## config.mk

```make
export PLATFORM = sky130hd
export DESIGN_NAME = vector_interface_command_decoder_unit
export DESIGN_NICKNAME = d
export VERILOG_FILES = /design/src/rtl/vicd_pkg.sv /design/src/rtl/vicd_decode.sv /design/src/rtl/vector_interface_command_decoder_unit.sv
export SDC_FILE = /design/constraint.sdc
export NUM_CORES = 1
export LEC_CHECK = 0
export ABC_AREA = 1
export BUFFER_PORTS_ARGS = -buffer_cell sky130_fd_sc_hd__buf_4
export CAP_MARGIN = 20
export CORE_ASPECT_RATIO = 1.2
export CORE_MARGIN = 4
export CORE_UTILIZATION = 50
export DETAILED_ROUTE_END_ITERATION = 8
export PLACE_DENSITY_LB_ADDON = 0.1
export SLEW_MARGIN = 20
export SYNTH_ARGS = -nofsm -noshare
export SYNTH_HDL_FRONTEND = slang
export SYNTH_SLANG_ARGS = --single-unit
```

## constraint.sdc

```tcl
create_clock -name clock -period 3.4 [get_ports clock]
set_input_delay 0.68 -clock clock [delete_from_list [all_inputs] [get_ports clock]]
set_output_delay 0.68 -clock clock [all_outputs]
set_load 0.02 [all_outputs]
```

## src/rtl/vicd_pkg.sv

```systemverilog
// Shared types and constants for the vector interface command decoder.
// Depends on nothing; every other file in the block imports it.
package vicd_pkg;

   // Command opcodes of a code word.
   localparam logic [6:0] CMD_NOP      = 7'h00;
   localparam logic [6:0] CMD_STCYCL   = 7'h01;
   localparam logic [6:0] CMD_OFFSET   = 7'h02;
   localparam logic [6:0] CMD_BASE     = 7'h03;
   localparam logic [6:0] CMD_ITOP     = 7'h04;
   localparam logic [6:0] CMD_STMOD    = 7'h05;
   localparam logic [6:0] CMD_MSKPATH3 = 7'h06;
   localparam logic [6:0] CMD_MARK     = 7'h07;
   localparam logic [6:0] CMD_FLUSHE   = 7'h10;
   localparam logic [6:0] CMD_FLUSH    = 7'h11;
   localparam logic [6:0] CMD_FLUSHA   = 7'h13;
   localparam logic [6:0] CMD_MSCAL    = 7'h14;
   localparam logic [6:0] CMD_MSCALF   = 7'h15;
   localparam logic [6:0] CMD_MSCNT    = 7'h17;
   localparam logic [6:0] CMD_STMASK   = 7'h20;
   localparam logic [6:0] CMD_STROW    = 7'h30;
   localparam logic [6:0] CMD_STCOL    = 7'h31;
   localparam logic [6:0] CMD_MPG      = 7'h4a;
   localparam logic [6:0] CMD_DIRECT   = 7'h50;
   localparam logic [6:0] CMD_DIRECTHL = 7'h51;
   // Codes in the unpack range that are not unpack formats.
   localparam logic [6:0] CMD_UNPK_GAP0 = 7'h67;
   localparam logic [6:0] CMD_UNPK_GAP1 = 7'h77;
   localparam logic [6:0] CMD_UNPK_GAP2 = 7'h7b;

   // Configuration register indexes.
   localparam logic CSR_UNIT_SELECT = 1'b0;
   localparam logic CSR_MASK_ERRORS = 1'b1;

   // Transfer lengths and address masks.
   localparam logic [18:0] MPG_WORDS_MAX    = 19'd512;
   localparam logic [18:0] DIRECT_WORDS_MAX = 19'h40000;
   localparam logic [18:0] ROWCOL_WORDS     = 19'd4;
   localparam logic [13:0] SMALL_ADDR_MASK  = 14'h0fff;

   // Result action codes.
   typedef enum logic [3:0] {
      ACT_NONE     = 4'd0,
      ACT_START    = 4'd1,
      ACT_CONTINUE = 4'd2,
      ACT_MICRO    = 4'd3,
      ACT_GIF      = 4'd4,
      ACT_UNPACK   = 4'd5,
      ACT_FLUSH    = 4'd6,
      ACT_ROW      = 4'd7,
      ACT_COL      = 4'd8,
      ACT_ERROR    = 4'd9,
      ACT_PATH3    = 4'd10
   } action_type;

   // One incoming request.
   typedef struct packed {
      logic        item_kind;
      logic [6:0]  command;
      logic [7:0]  count_field;
      logic [15:0] immediate;
      logic [31:0] data_word;
   } item_type;

   // Configuration seen by the decoder.
   typedef struct packed {
      logic unit_select;
      logic mask_errors;
   } cfg_type;

   // Architectural state of the decoder.
   typedef struct packed {
      logic [6:0]  pending_op;
      logic [18:0] words_left;
      logic [13:0] transfer_addr;
      logic [9:0]  base_reg;
      logic [9:0]  offset_reg;
      logic [10:0] tops_reg;
      logic [9:0]  itops_reg;
      logic [9:0]  itop_reg;
      logic [9:0]  top_reg;
      logic        dbf;
      logic        mark;
      logic        err;
      logic [15:0] cycle;
      logic [1:0]  mode;
      logic [31:0] mask;
   } state_type;

   // Per-request result fields that are not copies of state.
   typedef struct packed {
      action_type  action;
      logic [13:0] target_address;
      logic [31:0] out_word;
   } result_type;

endpackage

```

## src/rtl/vicd_decode.sv

```systemverilog
// Single-pass decode of one request: next state and result fields.
// Depends on vicd_pkg; instantiated by the top level.
module vicd_decode
   import vicd_pkg::*;
#(
   parameter int MICRO_MEM_BYTES = 16384
) (
   input  item_type   item,
   input  cfg_type    cfg,
   input  state_type  state_cur,
   output state_type  state_nxt,
   output result_type result
);

   localparam logic [13:0] MicroAddrMask = 14'(MICRO_MEM_BYTES - 1);

   logic [13:0] addr_mask;
   logic        full;
   logic        unknown;
   logic        unpack;
   logic [9:0]  itops_cut;
   logic [18:0] words_dec;

   assign full      = cfg.unit_select;
   assign addr_mask = full ? MicroAddrMask : SMALL_ADDR_MASK;
   assign itops_cut = full ? state_cur.itops_reg : {2'b00, state_cur.itops_reg[7:0]};
   assign words_dec = state_cur.words_left - 19'd1;
   assign unpack    = (item.command[6:5] == 2'b11) && (item.command != CMD_UNPK_GAP0) &&
                      (item.command != CMD_UNPK_GAP1) && (item.command != CMD_UNPK_GAP2);

   always_comb begin
      state_nxt             = state_cur;
      result.action         = ACT_NONE;
      result.target_address = '0;
      result.out_word       = '0;
      unknown               = 1'b0;

      if (item.item_kind) begin
         // Data word for the pending transfer; ignored when nothing is pending.
         if (state_cur.words_left != '0) begin
            case (state_cur.pending_op)
               CMD_MPG: begin
                  result.action           = ACT_MICRO;
                  result.target_address   = state_cur.transfer_addr;
                  result.out_word         = item.data_word;
                  state_nxt.transfer_addr = (state_cur.transfer_addr + 14'd4) & addr_mask;
               end
               CMD_DIRECT, CMD_DIRECTHL: begin
                  result.action   = ACT_GIF;
                  result.out_word = item.data_word;
               end
               CMD_STROW, CMD_STCOL: begin
                  result.action = (state_cur.pending_op == CMD_STROW) ? ACT_ROW : ACT_COL;
                  result.target_address   = {12'd0, state_cur.transfer_addr[1:0]};
                  result.out_word         = item.data_word;
                  state_nxt.transfer_addr = {12'd0, state_cur.transfer_addr[1:0] + 2'd1};
               end
               default: begin
                  state_nxt.mask = item.data_word;
               end
            endcase
            state_nxt.words_left = words_dec;
            if (words_dec == '0) begin
               state_nxt.pending_op = CMD_NOP;
            end
         end
      end else begin
         // Code word: any pending transfer is dropped.
         state_nxt.pending_op = CMD_NOP;
         state_nxt.words_left = '0;
         case (item.command)
            CMD_NOP: ;
            CMD_STCYCL: state_nxt.cycle = item.immediate;
            CMD_OFFSET: begin
               if (!full) begin
                  unknown = 1'b1;
               end else begin
                  state_nxt.dbf        = 1'b0;
                  state_nxt.offset_reg = item.immediate[9:0];
                  state_nxt.tops_reg   = {1'b0, state_cur.base_reg};
               end
            end
            CMD_BASE: begin
               if (!full) begin
                  unknown = 1'b1;
               end else begin
                  state_nxt.base_reg = item.immediate[9:0];
               end
            end
            CMD_ITOP: state_nxt.itops_reg = item.immediate[9:0];
            CMD_STMOD: state_nxt.mode = item.immediate[1:0];
            CMD_MSKPATH3: begin
               if (!full) begin
                  unknown = 1'b1;
               end else begin
                  result.action   = ACT_PATH3;
                  result.out_word = {31'd0, item.immediate[15]};
               end
            end
            CMD_MARK: begin
               state_nxt.mark  = 1'b1;
               result.out_word = {16'd0, item.immediate};
            end
            CMD_FLUSHE: result.action = ACT_FLUSH;
            CMD_FLUSH, CMD_FLUSHA: begin
               if (!full) begin
                  unknown = 1'b1;
               end else begin
                  result.action = ACT_FLUSH;
               end
            end
            CMD_MSCAL, CMD_MSCALF, CMD_MSCNT: begin
               // Micro start or continue: load itop and, on the full unit, swap the buffers.
               state_nxt.itops_reg = itops_cut;
               state_nxt.itop_reg  = itops_cut;
               if (full) begin
                  state_nxt.top_reg = state_cur.tops_reg[9:0];
                  if (state_cur.dbf) begin
                     state_nxt.tops_reg = {1'b0, state_cur.base_reg};
                     state_nxt.dbf      = 1'b0;
                  end else begin
                     state_nxt.tops_reg = {1'b0, state_cur.base_reg} +
                                          {1'b0, state_cur.offset_reg};
                     state_nxt.dbf      = 1'b1;
                  end
               end
               if (item.command == CMD_MSCNT) begin
                  result.action = ACT_CONTINUE;
               end else begin
                  result.action         = ACT_START;
                  result.target_address = {item.immediate[10:0], 3'b000};
               end
            end
            CMD_STMASK: begin
               state_nxt.pending_op = item.command;
               state_nxt.words_left = 19'd1;
            end
            CMD_STROW, CMD_STCOL: begin
               state_nxt.pending_op    = item.command;
               state_nxt.words_left    = ROWCOL_WORDS;
               state_nxt.transfer_addr = '0;
            end
            CMD_MPG: begin
               state_nxt.pending_op    = item.command;
               state_nxt.words_left    = (item.count_field == '0) ? MPG_WORDS_MAX :
                                         {10'd0, item.count_field, 1'b0};
               state_nxt.transfer_addr = {item.immediate[10:0], 3'b000} & addr_mask;
            end
            CMD_DIRECT, CMD_DIRECTHL: begin
               if (!full) begin
                  unknown = 1'b1;
               end else begin
                  state_nxt.pending_op = item.command;
                  state_nxt.words_left = (item.immediate == '0) ? DIRECT_WORDS_MAX :
                                         {1'b0, item.immediate, 2'b00};
               end
            end
            default: begin
               if (unpack) begin
                  result.action   = ACT_UNPACK;
                  result.out_word = {1'b0, item.command, item.count_field, item.immediate};
               end else begin
                  unknown = 1'b1;
               end
            end
         endcase
         // Unknown commands raise the sticky error unless masked.
         if (unknown && !cfg.mask_errors) begin
            state_nxt.err = 1'b1;
            result.action = ACT_ERROR;
         end
      end
   end

endmodule

```

## src/rtl/vector_interface_command_decoder_unit.sv

```systemverilog
// Top level of the vector interface command decoder.
// Depends on vicd_pkg and vicd_decode.
//
// One request can be accepted per clock cycle while req_stall is low. A request
// first lands in an input register; from there it is decoded in a single pass,
// and once the result register is free the decoder state is updated and the
// result is written to the result register. Each request
// yields exactly one result. The result register and input register form a
// two-entry pipeline: a stalled result holds back the input register, and
// req_stall rises only when both are full. Configuration is written through
// csr_write_enable, csr_index and csr_write_data and must only change while
// no request is in flight. MICRO_MEM_BYTES must be a power of two from 4096
// to 16384; micro memory addresses wrap at that size on the full unit and at
// 4096 bytes on the small unit.
module vector_interface_command_decoder_unit
   import vicd_pkg::*;
#(
   parameter int MICRO_MEM_BYTES = 16384
) (
   input  logic        clock,
   input  logic        reset,
   // Configuration port
   input  logic        csr_write_enable,
   input  logic        csr_index,
   input  logic        csr_write_data,
   // Request channel
   input  logic        req_valid,
   output logic        req_stall,
   input  logic        req_item_kind,
   input  logic [6:0]  req_command,
   input  logic [7:0]  req_count_field,
   input  logic [15:0] req_immediate,
   input  logic [31:0] req_data_word,
   // Result channel
   output logic        rsp_valid,
   input  logic        rsp_stall,
   output logic [3:0]  rsp_action,
   output logic [13:0] rsp_target_address,
   output logic [31:0] rsp_out_word,
   output logic [9:0]  rsp_itop_now,
   output logic [9:0]  rsp_top_now,
   output logic [10:0] rsp_tops_now,
   output logic        rsp_buffer_flag,
   output logic        rsp_mark_flag,
   output logic        rsp_error_flag,
   output logic [15:0] rsp_cycle_setting,
   output logic [1:0]  rsp_mode_setting,
   output logic [31:0] rsp_mask_setting
);

   cfg_type    cfg_ff;
   state_type  state_ff;
   state_type  state_in;
   item_type   item_ff;
   logic       item_valid_ff;
   result_type result_ff;
   result_type result_in;
   state_type  snap_ff;
   logic       rsp_valid_ff;
   logic       advance;
   logic       load;

   // Pipeline control: the decode stage moves when the result register frees.
   assign advance   = item_valid_ff && (!rsp_valid_ff || !rsp_stall);
   assign load      = !item_valid_ff || advance;
   assign req_stall = !load;

   // Configuration registers.
   always_ff @(posedge clock) begin
      if (reset) begin
         cfg_ff.unit_select <= 1'b1;
         cfg_ff.mask_errors <= 1'b0;
      end else if (csr_write_enable) begin
         case (csr_index)
            CSR_UNIT_SELECT: cfg_ff.unit_select <= csr_write_data;
            CSR_MASK_ERRORS: cfg_ff.mask_errors <= csr_write_data;
            default: ;
         endcase
      end
   end

   // Input register.
   always_ff @(posedge clock) begin
      if (reset) begin
         item_valid_ff <= 1'b0;
      end else if (load) begin
         item_valid_ff <= req_valid;
      end
   end

   always_ff @(posedge clock) begin
      if (load && req_valid) begin
         item_ff.item_kind   <= req_item_kind;
         item_ff.command     <= req_command;
         item_ff.count_field <= req_count_field;
         item_ff.immediate   <= req_immediate;
         item_ff.data_word   <= req_data_word;
      end
   end

   // Decode of the request held in the input register.
   vicd_decode #(
      .MICRO_MEM_BYTES(MICRO_MEM_BYTES)
   ) u_decode (
      .item      (item_ff),
      .cfg       (cfg_ff),
      .state_cur (state_ff),
      .state_nxt (state_in),
      .result    (result_in)
   );

   // Decoder state.
   always_ff @(posedge clock) begin
      if (reset) begin
         state_ff <= '0;
      end else if (advance) begin
         state_ff <= state_in;
      end
   end

   // Result register: per-request fields and a snapshot of the state after it.
   always_ff @(posedge clock) begin
      if (reset) begin
         rsp_valid_ff <= 1'b0;
      end else if (advance) begin
         rsp_valid_ff <= 1'b1;
      end else if (!rsp_stall) begin
         rsp_valid_ff <= 1'b0;
      end
   end

   always_ff @(posedge clock) begin
      if (advance) begin
         result_ff <= result_in;
         snap_ff   <= state_in;
      end
   end

   assign rsp_valid          = rsp_valid_ff;
   assign rsp_action         = result_ff.action;
   assign rsp_target_address = result_ff.target_address;
   assign rsp_out_word       = result_ff.out_word;
   assign rsp_itop_now       = snap_ff.itop_reg;
   assign rsp_top_now        = snap_ff.top_reg;
   assign rsp_tops_now       = snap_ff.tops_reg;
   assign rsp_buffer_flag    = snap_ff.dbf;
   assign rsp_mark_flag      = snap_ff.mark;
   assign rsp_error_flag     = snap_ff.err;
   assign rsp_cycle_setting  = snap_ff.cycle;
   assign rsp_mode_setting   = snap_ff.mode;
   assign rsp_mask_setting   = snap_ff.mask;

endmodule

```

==> results.md <==
- Run status: finished, final reports clean
- Mapped Cells: 1767
- Yosys warning count: 0
- Asr flop ratio synth: 0
- Number of synthesized register bits: 356
- Prevailing post-synth register cell: edfxtp_1
- Post-Route WL: 43500 um
- Initial antenna violation count: 2
- Worst skew pair latency: 0.54 ns
- Leakage power: 8.308 nW
- Worst Path Required: 3.83 ns
- Top Ports: 207
- EDFF count, synth: 198
- Port Buffers: 206
- Starting Density: 0.5075
- Die extent in y: 203.7 um
- Finished Layout Cells: 2390
- Period utilization: 0.7227
- CP endpoint kind: flip-flop
- Met2 wire length: 20370 um
- VDD IR max: 0.4523 mV
- # Post-CTS Setup Buffers: 0
- CP startpoint: state_ff[94]$_SDFFE_PP0P_
- Setup crit start kind: flip-flop
- Pwr Total: 0.01024 W
- DR vias: 12930
- Tot GR Track Use: 0.2454
- Post-CTS resize count: 0
- Die area: 0.03485 sq mm
- Die X-Extent: 171.1 um
- Skew final: 0.01761 ns
- Max-slew violations: 0
- Post-layout min period: 2.457 ns
- Avg Vias per Cell: 5.410
- Drt first-iter violations: 1047
- Worst R2R End: state_ff[91]$_SDFFE_PP0P_
- TritonCTS Buffers: 38
- Post-synth top area cell: edfxtp_1
- Final HPWL DP: 30460 um
- Top cells by area, synth: edfxtp_1, dfxtp_1, o21ai_0
- Setup_tns: 0 ns
- Crit Path Class: flip-flop to flip-flop
- Synthesized area: 0.01596 sq mm
- Drt pass-1 iters: 5
- RSZ-0062 raised after global routing: false
- First-pass GRT wire length: 67340 um
- Placed cells: 2318
- Top fanout value on the critical path: 4
- Post-route DRC violation count: 0
- Htree depth: 2
- DR top layer: met4
- Clock Sinks: 356
- Reg clk slew, reported paths: 0.06 ns
- Largest net degree at the start of global routing: 91
- Clk buf depth: 3
- Worst-Margin Slew: 1.013 ns
- Share of layout cells above drive strength 1: 0.1872
- Min-delay worst type: input pin to flip-flop
- Mapped Nets: 1854
- Number of global-route vias before repair: 12320
- Reported max-cap violation count: 0
- Synth cell types: 51
- CP endpoint: state_ff[91]$_SDFFE_PP0P_
- CTS tree: yes
- Wire length on met3: 3802 um
- Root Buffer: clkbuf_16
- Final Hold Viols: 0
- CTS Hold Bufs: 0
- Top cell type's share of synthesized area: 0.3725
- Final #Nets: 2044
- Reg2Reg Depth: 15
- # rows: 71
- Area Overhead vs Synth: 19.44%
- Overflow left after global routing: 0
- Routed len/inst: 18.20 um
- Critical Path AT: 2.88 ns
- Pwr Density: 537.1 mW/mm^2
- Met1 wire length: 17690 um
- Reg-to-Reg Start: state_ff[94]$_SDFFE_PP0P_
- Syn Area/Cell: 9.032 sq um
- Fmax: 407.0 MHz
- ANT nets after route: 0
- Core box area: 0.03145 sq mm
- Register-to-register setup slack: 0.94 ns
- # fillers: 2703
- Register area share after synthesis: 0.5707
- Routability Congestion: 0.9710
- Final setup vio count: 0
- Slew margin rel.: 0.3248
-- cells in the mapped netlist (5+ instances only) --
cell type,number
xor2_1,8
nand3_1,59
o211ai_1,7
nor2_4,11
a21oi_1,92
nand2_1,243
edfxtp_1,198
buf_1,6
nand3_2,5
o21ai_2,21
buf_6,8
nor2_2,5
ha_1,15
a31oi_1,11
inv_1,244
o22ai_1,35
buf_2,13
clkbuf_1,46
dfxtp_1,158
inv_2,18
nor2_1,230
nand2_4,5
nor3_1,16
nand2_2,8
nand4_1,14
o32ai_1,16
o21ai_0,197
o21ai_1,32
-- flip-flops by register name, indices dropped and copies added, names as in the netlist, 10 cells and up, named ones only --
signal              count
rsp_tops_now           11
rsp_out_word           32
rsp_target_address     14
rsp_top_now            10
rsp_mask_setting       32
item_ff                64
rsp_itop_now           10
state_ff              146
rsp_cycle_setting      16
-- worst min path at each step --
stage	from	endpoint	slack [ns]	cells past startpoint
final	req_immediate[12]	item_ff[44]$_DFFE_PP_	0.31	1
after global routing	req_immediate[8]	item_ff[40]$_DFFE_PP_	0.29	1
after floorplan	flip-flop	flip-flop	0.42	2
after global placement	flip-flop	flip-flop	0.44	2
after detailed placement	flip-flop	flip-flop	0.44	2
after CTS	req_immediate[15]	item_ff[47]$_DFFE_PP_	0.30	1
-- metrics by stage --
stage	hold WS [ns]	util	cell area, sq um	setup slack [ns]
finish	0.3129	0.6062	19060	0.9430
global route	0.2917	0.6062	19060	0.6333
CTS	0.2951	0.6060	19060	0.9263
detailed placement	0.4431	0.5668	17820	0.9466
global placement	0.4361	0.5668	17820	0.9501
floorplan	0.4245	-	15960	0.01967
-- where the power goes --
group	internal (W)	switching, W	leakage [nW]
logic	0.000404	0.000808	4.46
clock network	0.00237	0.00172	0.606
registers	0.00480	0.000136	3.24
-- critical path, stage by stage, from the launching register on --
cell and delay, ns:
dfxtp_1 0.34, ha_1 0.21, inv_1 0.07, fa_1 0.40, o21ai_0 0.48, nand2_1 0.14, nand2_1 0.09, nand2_1 0.06
nand3_1 0.07, nand2_1 0.06, nand2_1 0.06, nand2_1 0.08, nand2_1 0.07, nand2_1 0.06, o21ai_1 0.13, inv_1 0.05
-- cells in the final DEF (no fill, tap or decap), types with 35 or more instances in the layout --
master	count
nand2_1	243
clkbuf_16	40
edfxtp_1	198
o22ai_1	35
dfxtp_1	158
inv_1	243
nor2_1	230
a21oi_1	92
nand3_1	59
o21ai_0	197
buf_4	224
-- area by class of cell --
type                    count  area (sq um)  share of cell area
clock inverters            18         168.9            0.008861
clock buffers              52          1066             0.05592
flip-flops and latches    356          9109              0.4778
repair buffers            227          1742             0.09136
well taps                 401         501.7             0.02632
diodes                      2         5.005           0.0002625
inverters                 266          1006             0.05277
multi-input cells        1068          5465              0.2867
-- logic make-up after synthesis --
family	Yosys count	share of synthesized area
compound gates	429	0.1529
xor+xnor	12	0.006585
fa+ha+maj	16	0.01301
buf+inv	343	0.08686
flops	356	0.5707
simple gates	611	0.1699
-- per-layer routing --
layer | vias to the layer above | GRT usage
met5 | - | 0
met2 | 522 | 0.4005
met4 | 0 | 0.09341
met1 | 6015 | 0.3185
met3 | 96 | 0.05700
li1 | 6298 | -
No activity file was read; power rests on OpenSTA's default activity.
